--- src/i2cbts_pkg.sv ---
// Shared types and codes for the I2C byte transaction sequencer.
package i2cbts_pkg;

  localparam logic [1:0] ACT_WRITE  = 2'd0;
  localparam logic [1:0] ACT_READ   = 2'd1;
  localparam logic [1:0] ACT_STATUS = 2'd2;

  localparam logic [3:0] ST_START     = 4'd0;
  localparam logic [3:0] ST_REPSTART  = 4'd1;
  localparam logic [3:0] ST_WSLA_ACK  = 4'd2;
  localparam logic [3:0] ST_WSLA_NACK = 4'd3;
  localparam logic [3:0] ST_DATA_ACK  = 4'd4;
  localparam logic [3:0] ST_ARB_LOST  = 4'd6;
  localparam logic [3:0] ST_RSLA_ACK  = 4'd7;
  localparam logic [3:0] ST_RSLA_NACK = 4'd8;
  localparam logic [3:0] ST_RX_NACK   = 4'd9;

  localparam logic [2:0] CMD_NONE  = 3'd0;
  localparam logic [2:0] CMD_START = 3'd1;
  localparam logic [2:0] CMD_SEND  = 3'd2;
  localparam logic [2:0] CMD_RECV  = 3'd3;
  localparam logic [2:0] CMD_STOP  = 3'd4;

  localparam logic [1:0] CFG_DEVICE_ID    = 2'd0;
  localparam logic [1:0] CFG_SUB_ADDRESS  = 2'd1;
  localparam logic [1:0] CFG_MAX_ATTEMPTS = 2'd2;

  localparam logic [7:0] DEVICE_ID_RST    = 8'd160;
  localparam logic [2:0] SUB_ADDRESS_RST  = 3'd0;
  localparam logic [7:0] MAX_ATTEMPTS_RST = 8'd50;

  localparam int QDEPTH = 4;
  localparam int QAW    = $clog2(QDEPTH);

  // fin: entry expands to a stop, then a completion carrying success/read_result
  typedef struct packed {
    logic       fin;
    logic [2:0] command;
    logic [7:0] tx_byte;
    logic       done_res;
    logic       success;
    logic [7:0] read_result;
  } entry_t;

endpackage

--- src/i2c_byte_transaction_sequencer.sv ---
// Top level of the I2C single-byte register read/write sequencer.
// One item is accepted every cycle while full is low: the front end updates the
// transaction state and classifies the item in that cycle, and each item that
// causes results puts one entry into a four-entry queue. The back end hands out
// one result per cycle from the queue head while pop is high; an item that ends
// a transaction with a stop gives two results over two pops (stop, then
// completion) from a single entry, which holds its slot until the completion is
// popped. full rises when four entries of any kind are waiting. Requests while
// busy, status reports while idle and action 3 are taken but cause no result.
module i2c_byte_transaction_sequencer import i2cbts_pkg::*; (
  input  logic       clk,
  input  logic       rst,
  input  logic       push,
  output logic       full,
  input  logic [1:0] action,
  input  logic [7:0] word_address,
  input  logic [7:0] write_data,
  input  logic [3:0] bus_status,
  input  logic [7:0] received_byte,
  output logic       empty,
  input  logic       pop,
  output logic [2:0] command,
  output logic [7:0] tx_byte,
  output logic       done_res,
  output logic       success,
  output logic [7:0] read_result,
  output logic       last,
  input  logic       cfg_we,
  input  logic [1:0] cfg_index,
  input  logic [7:0] cfg_data
);

  logic   accept;
  logic   gen;
  entry_t entry;
  entry_t head;
  logic   q_empty, q_full, q_pop;

  assign full   = q_full;
  assign accept = push && !q_full;

  i2cbts_front u_front (
    .clk           (clk),
    .rst           (rst),
    .accept        (accept),
    .action        (action),
    .word_address  (word_address),
    .write_data    (write_data),
    .bus_status    (bus_status),
    .received_byte (received_byte),
    .cfg_we        (cfg_we),
    .cfg_index     (cfg_index),
    .cfg_data      (cfg_data),
    .gen           (gen),
    .entry         (entry)
  );

  i2cbts_queue u_queue (
    .clk     (clk),
    .rst     (rst),
    .wr      (accept && gen),
    .wdata   (entry),
    .rd      (q_pop),
    .head    (head),
    .q_empty (q_empty),
    .q_full  (q_full)
  );

  i2cbts_back u_back (
    .clk         (clk),
    .rst         (rst),
    .head        (head),
    .q_empty     (q_empty),
    .q_pop       (q_pop),
    .pop         (pop),
    .empty       (empty),
    .command     (command),
    .tx_byte     (tx_byte),
    .done_res    (done_res),
    .success     (success),
    .read_result (read_result),
    .last        (last)
  );

endmodule

--- src/i2cbts_front.sv ---
// Front end: configuration, transaction state and classification of each item.
module i2cbts_front import i2cbts_pkg::*; (
  input  logic       clk,
  input  logic       rst,
  input  logic       accept,
  input  logic [1:0] action,
  input  logic [7:0] word_address,
  input  logic [7:0] write_data,
  input  logic [3:0] bus_status,
  input  logic [7:0] received_byte,
  input  logic       cfg_we,
  input  logic [1:0] cfg_index,
  input  logic [7:0] cfg_data,
  output logic       gen,
  output entry_t     entry
);

  localparam logic [2:0] PH_IDLE   = 3'd0;
  localparam logic [2:0] PH_START  = 3'd1;
  localparam logic [2:0] PH_SLAW   = 3'd2;
  localparam logic [2:0] PH_WADDR  = 3'd3;
  localparam logic [2:0] PH_DATA   = 3'd4;
  localparam logic [2:0] PH_RSTART = 3'd5;
  localparam logic [2:0] PH_SLAR   = 3'd6;
  localparam logic [2:0] PH_RX     = 3'd7;

  logic [7:0] device_id;
  logic [2:0] sub_address;
  logic [7:0] max_attempts;

  logic [2:0] phase, phase_next;
  logic       is_read, is_read_next;
  logic [7:0] attempt_count, attempt_count_next;
  logic [7:0] saved_wa, saved_wa_next;
  logic [7:0] saved_wd, saved_wd_next;

  logic       do_try, do_fin, fin_ok;
  logic [7:0] att_base;
  logic [7:0] fin_rd;

  always_comb begin
    phase_next         = phase;
    is_read_next       = is_read;
    attempt_count_next = attempt_count;
    saved_wa_next      = saved_wa;
    saved_wd_next      = saved_wd;
    do_try             = 1'b0;
    do_fin             = 1'b0;
    fin_ok             = 1'b0;
    fin_rd             = 8'd0;
    att_base           = attempt_count;
    gen                = 1'b0;
    entry              = '0;

    if ((action == ACT_WRITE) || (action == ACT_READ)) begin
      if (phase == PH_IDLE) begin
        is_read_next  = action[0];
        saved_wa_next = word_address;
        saved_wd_next = write_data;
        att_base      = 8'd0;
        do_try        = 1'b1;
      end
    end else if (action == ACT_STATUS) begin
      unique case (phase)
        PH_IDLE: ;
        PH_START, PH_RSTART: begin
          if (bus_status == ST_ARB_LOST) begin
            do_try = 1'b1;
          end else if ((bus_status == ST_START) || (bus_status == ST_REPSTART)) begin
            gen           = 1'b1;
            entry.command = CMD_SEND;
            entry.tx_byte = {device_id[7:4], sub_address, phase == PH_RSTART};
            phase_next    = (phase == PH_RSTART) ? PH_SLAR : PH_SLAW;
          end else begin
            do_fin = 1'b1;
          end
        end
        PH_SLAW: begin
          if ((bus_status == ST_WSLA_NACK) || (bus_status == ST_ARB_LOST)) begin
            do_try = 1'b1;
          end else if (bus_status == ST_WSLA_ACK) begin
            gen           = 1'b1;
            entry.command = CMD_SEND;
            entry.tx_byte = saved_wa;
            phase_next    = PH_WADDR;
          end else begin
            do_fin = 1'b1;
          end
        end
        PH_WADDR: begin
          if (bus_status != ST_DATA_ACK) begin
            do_fin = 1'b1;
          end else if (is_read) begin
            gen           = 1'b1;
            entry.command = CMD_START;
            phase_next    = PH_RSTART;
          end else begin
            gen           = 1'b1;
            entry.command = CMD_SEND;
            entry.tx_byte = saved_wd;
            phase_next    = PH_DATA;
          end
        end
        PH_DATA: begin
          do_fin = 1'b1;
          fin_ok = (bus_status == ST_DATA_ACK);
        end
        PH_SLAR: begin
          if ((bus_status == ST_RSLA_NACK) || (bus_status == ST_ARB_LOST)) begin
            do_try = 1'b1;
          end else if (bus_status == ST_RSLA_ACK) begin
            gen           = 1'b1;
            entry.command = CMD_RECV;
            phase_next    = PH_RX;
          end else begin
            do_fin = 1'b1;
          end
        end
        PH_RX: begin
          do_fin = 1'b1;
          fin_ok = (bus_status == ST_RX_NACK);
          fin_rd = received_byte;
        end
        default: ;
      endcase
    end

    if (do_try) begin
      gen = 1'b1;
      if (att_base >= max_attempts) begin
        // attempt limit: fail without a stop
        phase_next     = PH_IDLE;
        entry.command  = CMD_NONE;
        entry.done_res = 1'b1;
      end else begin
        attempt_count_next = att_base + 8'd1;
        phase_next         = PH_START;
        entry.command      = CMD_START;
      end
    end else if (do_fin) begin
      gen               = 1'b1;
      phase_next        = PH_IDLE;
      entry.fin         = 1'b1;
      entry.done_res    = 1'b1;
      entry.success     = fin_ok;
      entry.read_result = fin_ok ? fin_rd : 8'd0;
    end
  end

  always_ff @(posedge clk) begin
    if (rst) begin
      device_id     <= DEVICE_ID_RST;
      sub_address   <= SUB_ADDRESS_RST;
      max_attempts  <= MAX_ATTEMPTS_RST;
      phase         <= PH_IDLE;
      is_read       <= 1'b0;
      attempt_count <= 8'd0;
    end else begin
      if (cfg_we) begin
        unique case (cfg_index)
          CFG_DEVICE_ID:    device_id    <= cfg_data;
          CFG_SUB_ADDRESS:  sub_address  <= cfg_data[2:0];
          CFG_MAX_ATTEMPTS: max_attempts <= cfg_data;
          default: ;
        endcase
      end
      if (accept) begin
        phase         <= phase_next;
        is_read       <= is_read_next;
        attempt_count <= attempt_count_next;
      end
    end
  end

  always_ff @(posedge clk) begin
    if (accept) begin
      saved_wa <= saved_wa_next;
      saved_wd <= saved_wd_next;
    end
  end

endmodule

--- src/i2cbts_queue.sv ---
// Small FIFO of classified entries between front and back.
module i2cbts_queue import i2cbts_pkg::*; (
  input  logic   clk,
  input  logic   rst,
  input  logic   wr,
  input  entry_t wdata,
  input  logic   rd,
  output entry_t head,
  output logic   q_empty,
  output logic   q_full
);

  entry_t         mem [QDEPTH];
  logic [QAW-1:0] wptr, rptr;
  logic [QAW:0]   count;

  assign q_empty = (count == '0);
  assign q_full  = (count == (QAW+1)'(QDEPTH));
  assign head    = mem[rptr];

  always_ff @(posedge clk) begin
    if (wr) mem[wptr] <= wdata;
  end

  always_ff @(posedge clk) begin
    if (rst) begin
      wptr  <= '0;
      rptr  <= '0;
      count <= '0;
    end else begin
      if (wr) wptr <= wptr + 1'b1;
      if (rd) rptr <= rptr + 1'b1;
      unique case ({wr, rd})
        2'b10:   count <= count + 1'b1;
        2'b01:   count <= count - 1'b1;
        default: count <= count;
      endcase
    end
  end

endmodule

--- src/i2cbts_back.sv ---
// Back end: expands queued entries into result items, stop before completion.
module i2cbts_back import i2cbts_pkg::*; (
  input  logic       clk,
  input  logic       rst,
  input  entry_t     head,
  input  logic       q_empty,
  output logic       q_pop,
  input  logic       pop,
  output logic       empty,
  output logic [2:0] command,
  output logic [7:0] tx_byte,
  output logic       done_res,
  output logic       success,
  output logic [7:0] read_result,
  output logic       last
);

  logic second;   // stop of a finishing entry already delivered
  logic stop_now;

  assign empty    = q_empty;
  assign stop_now = head.fin && !second;
  assign q_pop    = pop && !q_empty && !stop_now;

  always_comb begin
    if (stop_now) begin
      command     = CMD_STOP;
      tx_byte     = 8'd0;
      done_res    = 1'b0;
      success     = 1'b0;
      read_result = 8'd0;
      last        = 1'b0;
    end else begin
      command     = head.command;
      tx_byte     = head.tx_byte;
      done_res    = head.done_res;
      success     = head.success;
      read_result = head.read_result;
      last        = 1'b1;
    end
  end

  always_ff @(posedge clk) begin
    if (rst) begin
      second <= 1'b0;
    end else if (pop && !q_empty) begin
      second <= stop_now;
    end
  end

endmodule

--- config.mk ---
export PLATFORM = sky130hd
export DESIGN_NAME = i2c_byte_transaction_sequencer
export DESIGN_NICKNAME = d
export VERILOG_FILES = /design/src/i2cbts_pkg.sv /design/src/i2c_byte_transaction_sequencer.sv /design/src/i2cbts_front.sv /design/src/i2cbts_queue.sv /design/src/i2cbts_back.sv
export SDC_FILE = /design/constraint.sdc
export NUM_CORES = 1
export LEC_CHECK = 0
export BUFFER_PORTS_ARGS = -buffer_cell sky130_fd_sc_hd__buf_4
export CAP_MARGIN = 20
export CORE_ASPECT_RATIO = 0.6
export CORE_MARGIN = 1
export CORE_UTILIZATION = 40
export CTS_CLUSTER_DIAMETER = 80
export CTS_CLUSTER_SIZE = 20
export DETAILED_ROUTE_END_ITERATION = 8
export HOLD_SLACK_MARGIN = 0.12
export PLACE_DENSITY = 0.62
export SETUP_SLACK_MARGIN = 0.4
export SYNTH_ARGS = -nofsm -noshare
export SYNTH_HDL_FRONTEND = slang
export SYNTH_SLANG_ARGS = --single-unit
--- constraint.sdc ---
create_clock -name clk -period 3.8 [get_ports clk]
set_input_delay 0.76 -clock clk [delete_from_list [all_inputs] [get_ports clk]]
set_output_delay 0.76 -clock clk [all_outputs]
set_load 0.02 [all_outputs]
### After elaboration in Yosys (flattened, before gate mapping)

Memory sizes are Yosys's and may differ from the RTL's. A register that Yosys moved wholly into a read port is not among the register bits.
Cells that the tools add are included.

* add/sub/neg operators: 5
* $lt $le $gt $ge: 1
* equal/unequal tests: 31
* muxes and demuxes: 84
* bitwise operators: 1
* reduce and logical (&&, ||, !) cells: 29

Operator list (number)
* two-way mux 8 bit: 9
* two-way mux 11 bit: 5
* two-way mux 3 bit: 15
* two-way mux 1 bit: 39
* two-way mux 10 bit: 3
* case mux 3 bit (4 select lines): 2
* case mux 8 bit (3 select lines): 1
* inequality test 4 x 2 -> 1 bit, second input constant: 4
* equality test 3 bit, second input constant: 5
* equality test 4 x 3 -> 1 bit, second input constant: 3
* inequality test 4 x 1 -> 1 bit, second input constant: 3
* AND reduction 11 bit: 1
* two-way mux 9 bit: 1
* adder 8 x 1 -> 8 bit, second input constant: 1
* equality test 4 x 2 -> 1 bit, second input constant: 2
* equality test 4 bit, second input constant: 2
* greater-or-equal comparator 8 bit: 1
* two-way mux 2 bit: 4
* equality test 2 x 1 -> 1 bit, second input constant: 3
* equality test 2 bit, second input constant: 3
* equality test 3 x 2 -> 1 bit, second input constant: 2
* logical NOT 3 bit: 2
* case mux 3 bit (2 select lines): 1
* AND reduction 2 bit: 3
* other kinds (22): 36

* register bits after elaboration: 55
* bits in writable memories: 88
* bits of input ports: 45
* output and inout port bits: 24
* word-level logic and storage cells: 164
* memories kept: 1

Memory list
* u_queue.mem: depth 4, width 22, read ports 1, clocked after memory_dff 1, wr ports 1, line i2cbts_queue.sv:13 `entry_t mem [QDEPTH];`

### Logic depth before layout (Yosys ltp)

* depth after elaboration: 12
* mapped depth: 15
* depth with buffers taken out: 14

### Hierarchy

Synthesis repeated with hierarchy kept, for this count alone.

* cell total of the unflattened synthesis: 474
* area total of the unflattened synthesis: 6379.9 µm²

Modules (own cells, without submodules)
* i2cbts_queue: times used 1, cells each 161, area an instance 3612.2 µm², seq. area each 2822.7 µm²
* i2cbts_front: times used 1, cells each 280, area an instance 2542.4 µm², seq. area each 1021.0 µm²
* i2cbts_back: times used 1, cells each 31, area an instance 210.2 µm², seq. area each 20.0 µm²
* i2c_byte_transaction_sequencer: times used 1, cells each 2, area an instance 15.0 µm², seq. area each 0.0 µm²

### Least setup slack after synthesis

Ideal clock, no wire load.

* kind: input to register
* from: in bus_status[2]
* to: reg u_queue.count[2]
* setup time: 71 ps
* arrival time: 3451 ps
* required time: 3729 ps
* setup slack: 278 ps
* cell stages on the path: 13
* path buffers: 1
* cell sequence: buf_4 or4b_4 nand4_1 a41oi_2 nor4b_4 nor2_2 inv_1 ha_1 inv_1 fa_1 xor2_1 or3_1 a21oi_1

* cells in the longest elaborated chain, start to end: 12
* elaborated cells between the ends (all ways): 44
* classes of those cells: 9 x eq/ne; 29 x mux; 6 x reduce/logical

RTL lines
* from (decl): line i2c_byte_transaction_sequencer.sv:18 `input logic [3:0] bus_status,`
* equality test 4 x 1 -> 1 bit / logical NOT 4 bit (equally long branches): line i2cbts_front.sv:69 `end else if ((bus_status == ST_START) || (bus_status == ST_REPSTART)) begin`
* logical OR 1 bit: line i2cbts_front.sv:69
* two-way mux 1 bit: line i2cbts_front.sv:69
* two-way mux 1 bit: line i2cbts_front.sv:67 `if (bus_status == ST_ARB_LOST) begin`
* case mux 1 bit (5 select lines) / case mux 1 bit (4 select lines) (equally long branches): line i2cbts_front.sv:64 `unique case (phase)`
* two-way mux 1 bit: line i2cbts_front.sv:63 `end else if (action == ACT_STATUS) begin`
* two-way mux 1 bit: line i2cbts_front.sv:55 `if ((action == ACT_WRITE) || (action == ACT_READ)) begin`
* two-way mux 1 bit: line i2cbts_front.sv:140 `end else if (do_fin) begin`
* two-way mux 1 bit *: line i2cbts_front.sv:128 `if (do_try) begin`
* logical AND 1 bit *: line i2c_byte_transaction_sequencer.sv:61 `.wr (accept && gen),`
* equality test 2 x 1 -> 1 bit / equality test 2 bit (equally long branches): line i2cbts_queue.sv:33 `unique case ({wr, rd})`
* case mux 3 bit (2 select lines) / nonzero test 2 bit (equally long branches)
* to (signal assigned): line i2cbts_queue.sv:34 `2'b10: count <= count + 1'b1;`
* to (signal assigned): line i2cbts_queue.sv:35 `2'b01: count <= count - 1'b1;`
* to (signal assigned): line i2cbts_queue.sv:36 `default: count <= count;`
* to (decl): line i2cbts_queue.sv:15 `logic [QAW:0] count;`

Mark *: on every way between the ends. The rest lies on a longest branch, timed or not.
A chain may end at the register's enable or synchronous reset.

### Worst setup path in the final report

* from: reg u_front.phase[2]
* to: reg u_queue.count[2]

* cells in the longest elaborated chain, start to end: 10
* elaborated cells between the ends (all ways): 27
* classes of those cells: 9 x eq/ne; 13 x mux; 5 x reduce/logical

RTL lines
* from (decl): line i2cbts_front.sv:31 `logic [2:0] phase, phase_next;`
* from (signal assigned): line i2cbts_front.sv:168 `phase <= phase_next;`
* equality test 3 bit / equality test 3 x 1 -> 1 bit (equally long branches): line i2cbts_front.sv:64
* OR reduction 2 bit (on tied branches)
* case mux 1 bit (5 select lines) / case mux 1 bit (4 select lines) (equally long branches): line i2cbts_front.sv:64
* two-way mux 1 bit: line i2cbts_front.sv:63
* two-way mux 1 bit: line i2cbts_front.sv:55
* two-way mux 1 bit: line i2cbts_front.sv:140
* two-way mux 1 bit *: line i2cbts_front.sv:128
* logical AND 1 bit *: line i2c_byte_transaction_sequencer.sv:61
* equality test 2 x 1 -> 1 bit / equality test 2 bit (equally long branches): line i2cbts_queue.sv:33
* case mux 3 bit (2 select lines) / nonzero test 2 bit (equally long branches)

Marks and branches as above.

==> impl_metrics.json <==
{
  "outcome": "finished clean",
  "synth.yosys.seq_area_share_pct": 60.5,
  "clock_insertion_delay_worst_skew_ns": 0.41,
  "p_leak_nw": 2.77,
  "rsz0062_at_grt": "yes",
  "synth_edf_count": 100,
  "portBuffers": 68,
  "post-place-cells": 709,
  "number_of_antenna_violations_at_the_first_check_in_global_routing": 0,
  "worst_ep_required_time_ns": 4.14,
  "clk_transition_reported_paths_ns": 0.06,
  "max_clock_freq_mhz": 306,
  "routed_via_density": 5.35,
  "layout_worst_path_cycle_share_pct": 86.1,
  "fillCellCount": 1296,
  "synth.yosys.warnings": 0,
  "cts-htree-levels": 4,
  "postSynthCellCount": 454,
  "grt_overflow_total": 0,
  "synthTopCellsByArea": "edfxtp_1, dfxtp_1, mux4_2",
  "share_of_layout_cells_above_drive_strength_1_pct": 27.5,
  "postSynthRegisterBits": 137,
  "fp.dieArea_sq_um": 16000,
  "slowest_stage": "dfxtp_1",
  "fin_crit_ns": 3.27,
  "max-clock-path-buffers": 2,
  "cp_max_fanout": 17,
  "core-area_sq_um": 14800,
  "timing.critical_path.buf_inv": 2,
  "finalSetupViolCount": 0,
  "syn-num-nets": 519,
  "yosys.area.top_type_share_pct": 48.5,
  "timing.setup.tns_ns": 0,
  "final_net_count": 598,
  "die_h_microns": 98.3,
  "fp-row-count": 34,
  "route.vias.total": 3981,
  "average_wire_length_per_cell_after_detail_routing_microns": 17.4,
  "worst_ep_arrival_time_ns": 3.61,
  "grt_pass1_wl_microns": 20500,
  "timing_worst_slew_pin_value_ns": 0.805,
  "ios": 69,
  "tritoncts.num_buffers": 17,
  "powerDensity_nw_per_um2": 502,
  "mostFrequentLayoutCell": "edfxtp_1",
  "syn_avg_cell_area_sq_um": 13.6,
  "finalWirelength_microns": 12900,
  "layout.core_utilization_pct": 51.1,
  "finalClockSkew_ns": 0.0114,
  "maximum_number_of_pins_on_one_net_before_global_route_repair": 29,
  "syn_area_sq_um": 6190,
  "global_route.usage.total_pct": 17.2,
  "layout.cells.non_filler": 744,
  "syn_to_final_growth_pct": 22.2,
  "first_pass_iters": 7,
  "route.antenna.remaining_nets": 0,
  "final_cell_mix": "edfxtp_1, buf_4, dfxtp_1",
  "dp.final_hpwl_microns": 9050,
  "antennaDiodeCount": 0,
  "cts.root.buffer_cell": "clkbuf_16",
  "maxSlewViolCount": 0,
  "yosys.cell_types.count": 63,
  "gp_congestion": 0.885,
  "number_of_global_route_vias_before_repair": 3810,
  "holdCritPathClass": "reg -> reg",
  "maxCapViolations": 0,
  "worst_slew_margin_rel_pct": 46.2,
  "criticalPathCategory": "reg -> reg",
  "async_reset_ff_share_pct": 0,
  "critPathTopFamily": "simple AND/OR/NAND/NOR gates",
  "fp.dieW_microns": 163,
  "whs_ns": 0.473,
  "timing.critical_path.cells": "nor2b_1, o31ai_2, a41oi_2, nor4b_4, nor2_4, inv_1, ha_2, inv_2, fa_2, xor2_1, or3_1, a21oi_1",
  "ys_dominant_reg_cell": "edfxtp_1",
  "cp-start-kind": "register",
  "final_hold_vios": 0,
  "critical_path.endpoint_type": "register",
  "initial_cell_density_of_the_core_pct": 41.8,
  "peak_vdd_ir_v": 0.000305,
  "cts_num_sinks": 137,
  "max_incr_delay_on_cp_ns": 0.69,
  "tritoncts": "built",
  "drt-initial-drc-count": 454,
  "drt_drc_violations_left": 0,
  "synth_top_cell_by_area": "edfxtp_1"
}
[cells in the mapped netlist, types with 3 or more instances]
cell type	instances
edfxtp_1	100
dfxtp_1	37
nor2_1	33
nor2b_1	23
and2_1	22
inv_1	21
mux4_2	21
nand2_1	20
ha_1	19
mux2i_1	14
clkbuf_1	13
o21ai_0	12
a21oi_1	11
nand2b_1	9
a222oi_1	7
nor3b_1	7
a32o_1	5
and3_1	5
nand3b_1	5
nor3_1	5
a31oi_1	3
buf_4	3
nand3_1	3
o211ai_1	3
o21a_1	3
xor2_1	3
[sequential cells by signal, summed over array words and instances (netlist names), named ones only]
name                   count
u_front.is_read            1
u_front.sub_address        3
u_front.saved_wa           8
u_front.attempt_count      8
u_front.max_attempts       8
u_front.phase              3
u_queue.count              3
u_front.device_id          4
u_back.second              1
u_queue.rptr               2
u_front.saved_wd           8
u_queue.wptr               2
u_queue.mem               84
[per-layer routing]
layer	GRT usage, %	up-vias	wire length (microns)
met5	0	-	0
met4	4.74	0	110
li1	-	1872	-
met2	25.7	128	5730
met1	24.8	1966	6320
met3	4.42	15	780
[stage by stage]
step | setup WS, ns | cell area (sq um) | power, mW
floorplan | 0.402 | 6200 | 2.05
global placement | 0.256 | 6940 | 2.23
detailed placement | 0.109 | 6940 | 2.24
CTS | 0.401 | 7530 | 3.82
global route | 0.307 | 7560 | 3.94
finish | 0.528 | 7560 | 3.79
[cell families after synthesis]
logic type	after synthesis	share of synthesized area (%)
AND/OR/NAND/NOR	148	13.6
flip-flops	137	60.5
XOR/XNOR	5	0.708
multiplexers	35	9.91
adder cells (fa/ha/maj)	20	4.17
buffers and inverters	44	2.91
AO/OA/AOI/OAI	65	8.15
[final cells by class]
type | instances | area [sq um] | area share [%]
clock buffer | 17 | 425 | 5.62
timing repair buffer | 81 | 616 | 8.14
multi-input combinational | 273 | 2290 | 30.3
clock inverter | 15 | 151 | 2.00
inverter | 23 | 86.3 | 1.14
tap | 198 | 248 | 3.28
sequential | 137 | 3740 | 49.5
[power breakdown]
| part | internal (mW) | total (mW) | switching [mW] |
|---|---|---|---|
| clock | 0.964 | 1.58 | 0.615 |
| combinational | 0.249 | 0.536 | 0.287 |
| sequential | 1.65 | 1.68 | 0.0263 |
[worst paths after layout]
| check | from | to | slack, ns | cells after the start |
|---|---|---|---|---|
| max | u_front.phase[2]$_SDFFE_PP0P_ | u_queue.count[2]$_SDFFE_PP0P_ | 0.53 | 12 |
| min | u_front.attempt_count[0]$_SDFFE_PP0P_ | u_front.attempt_count[0]$_SDFFE_PP0P_ | 0.47 | 1 |
| max reg2reg | u_front.phase[2]$_SDFFE_PP0P_ | u_queue.count[2]$_SDFFE_PP0P_ | 0.53 | 12 |
| min reg2reg | u_front.attempt_count[0]$_SDFFE_PP0P_ | u_front.attempt_count[0]$_SDFFE_PP0P_ | 0.47 | 1 |
[repair_timing]
item                       in CTS  in global routing
buffers inserted                2                  0
hold buffers                    0                  0
setup endpoints to repair       1                 10
gates resized for setup         0                  4
pin swaps                       0                  1
Note: power is estimated with default switching activity, not from simulation.
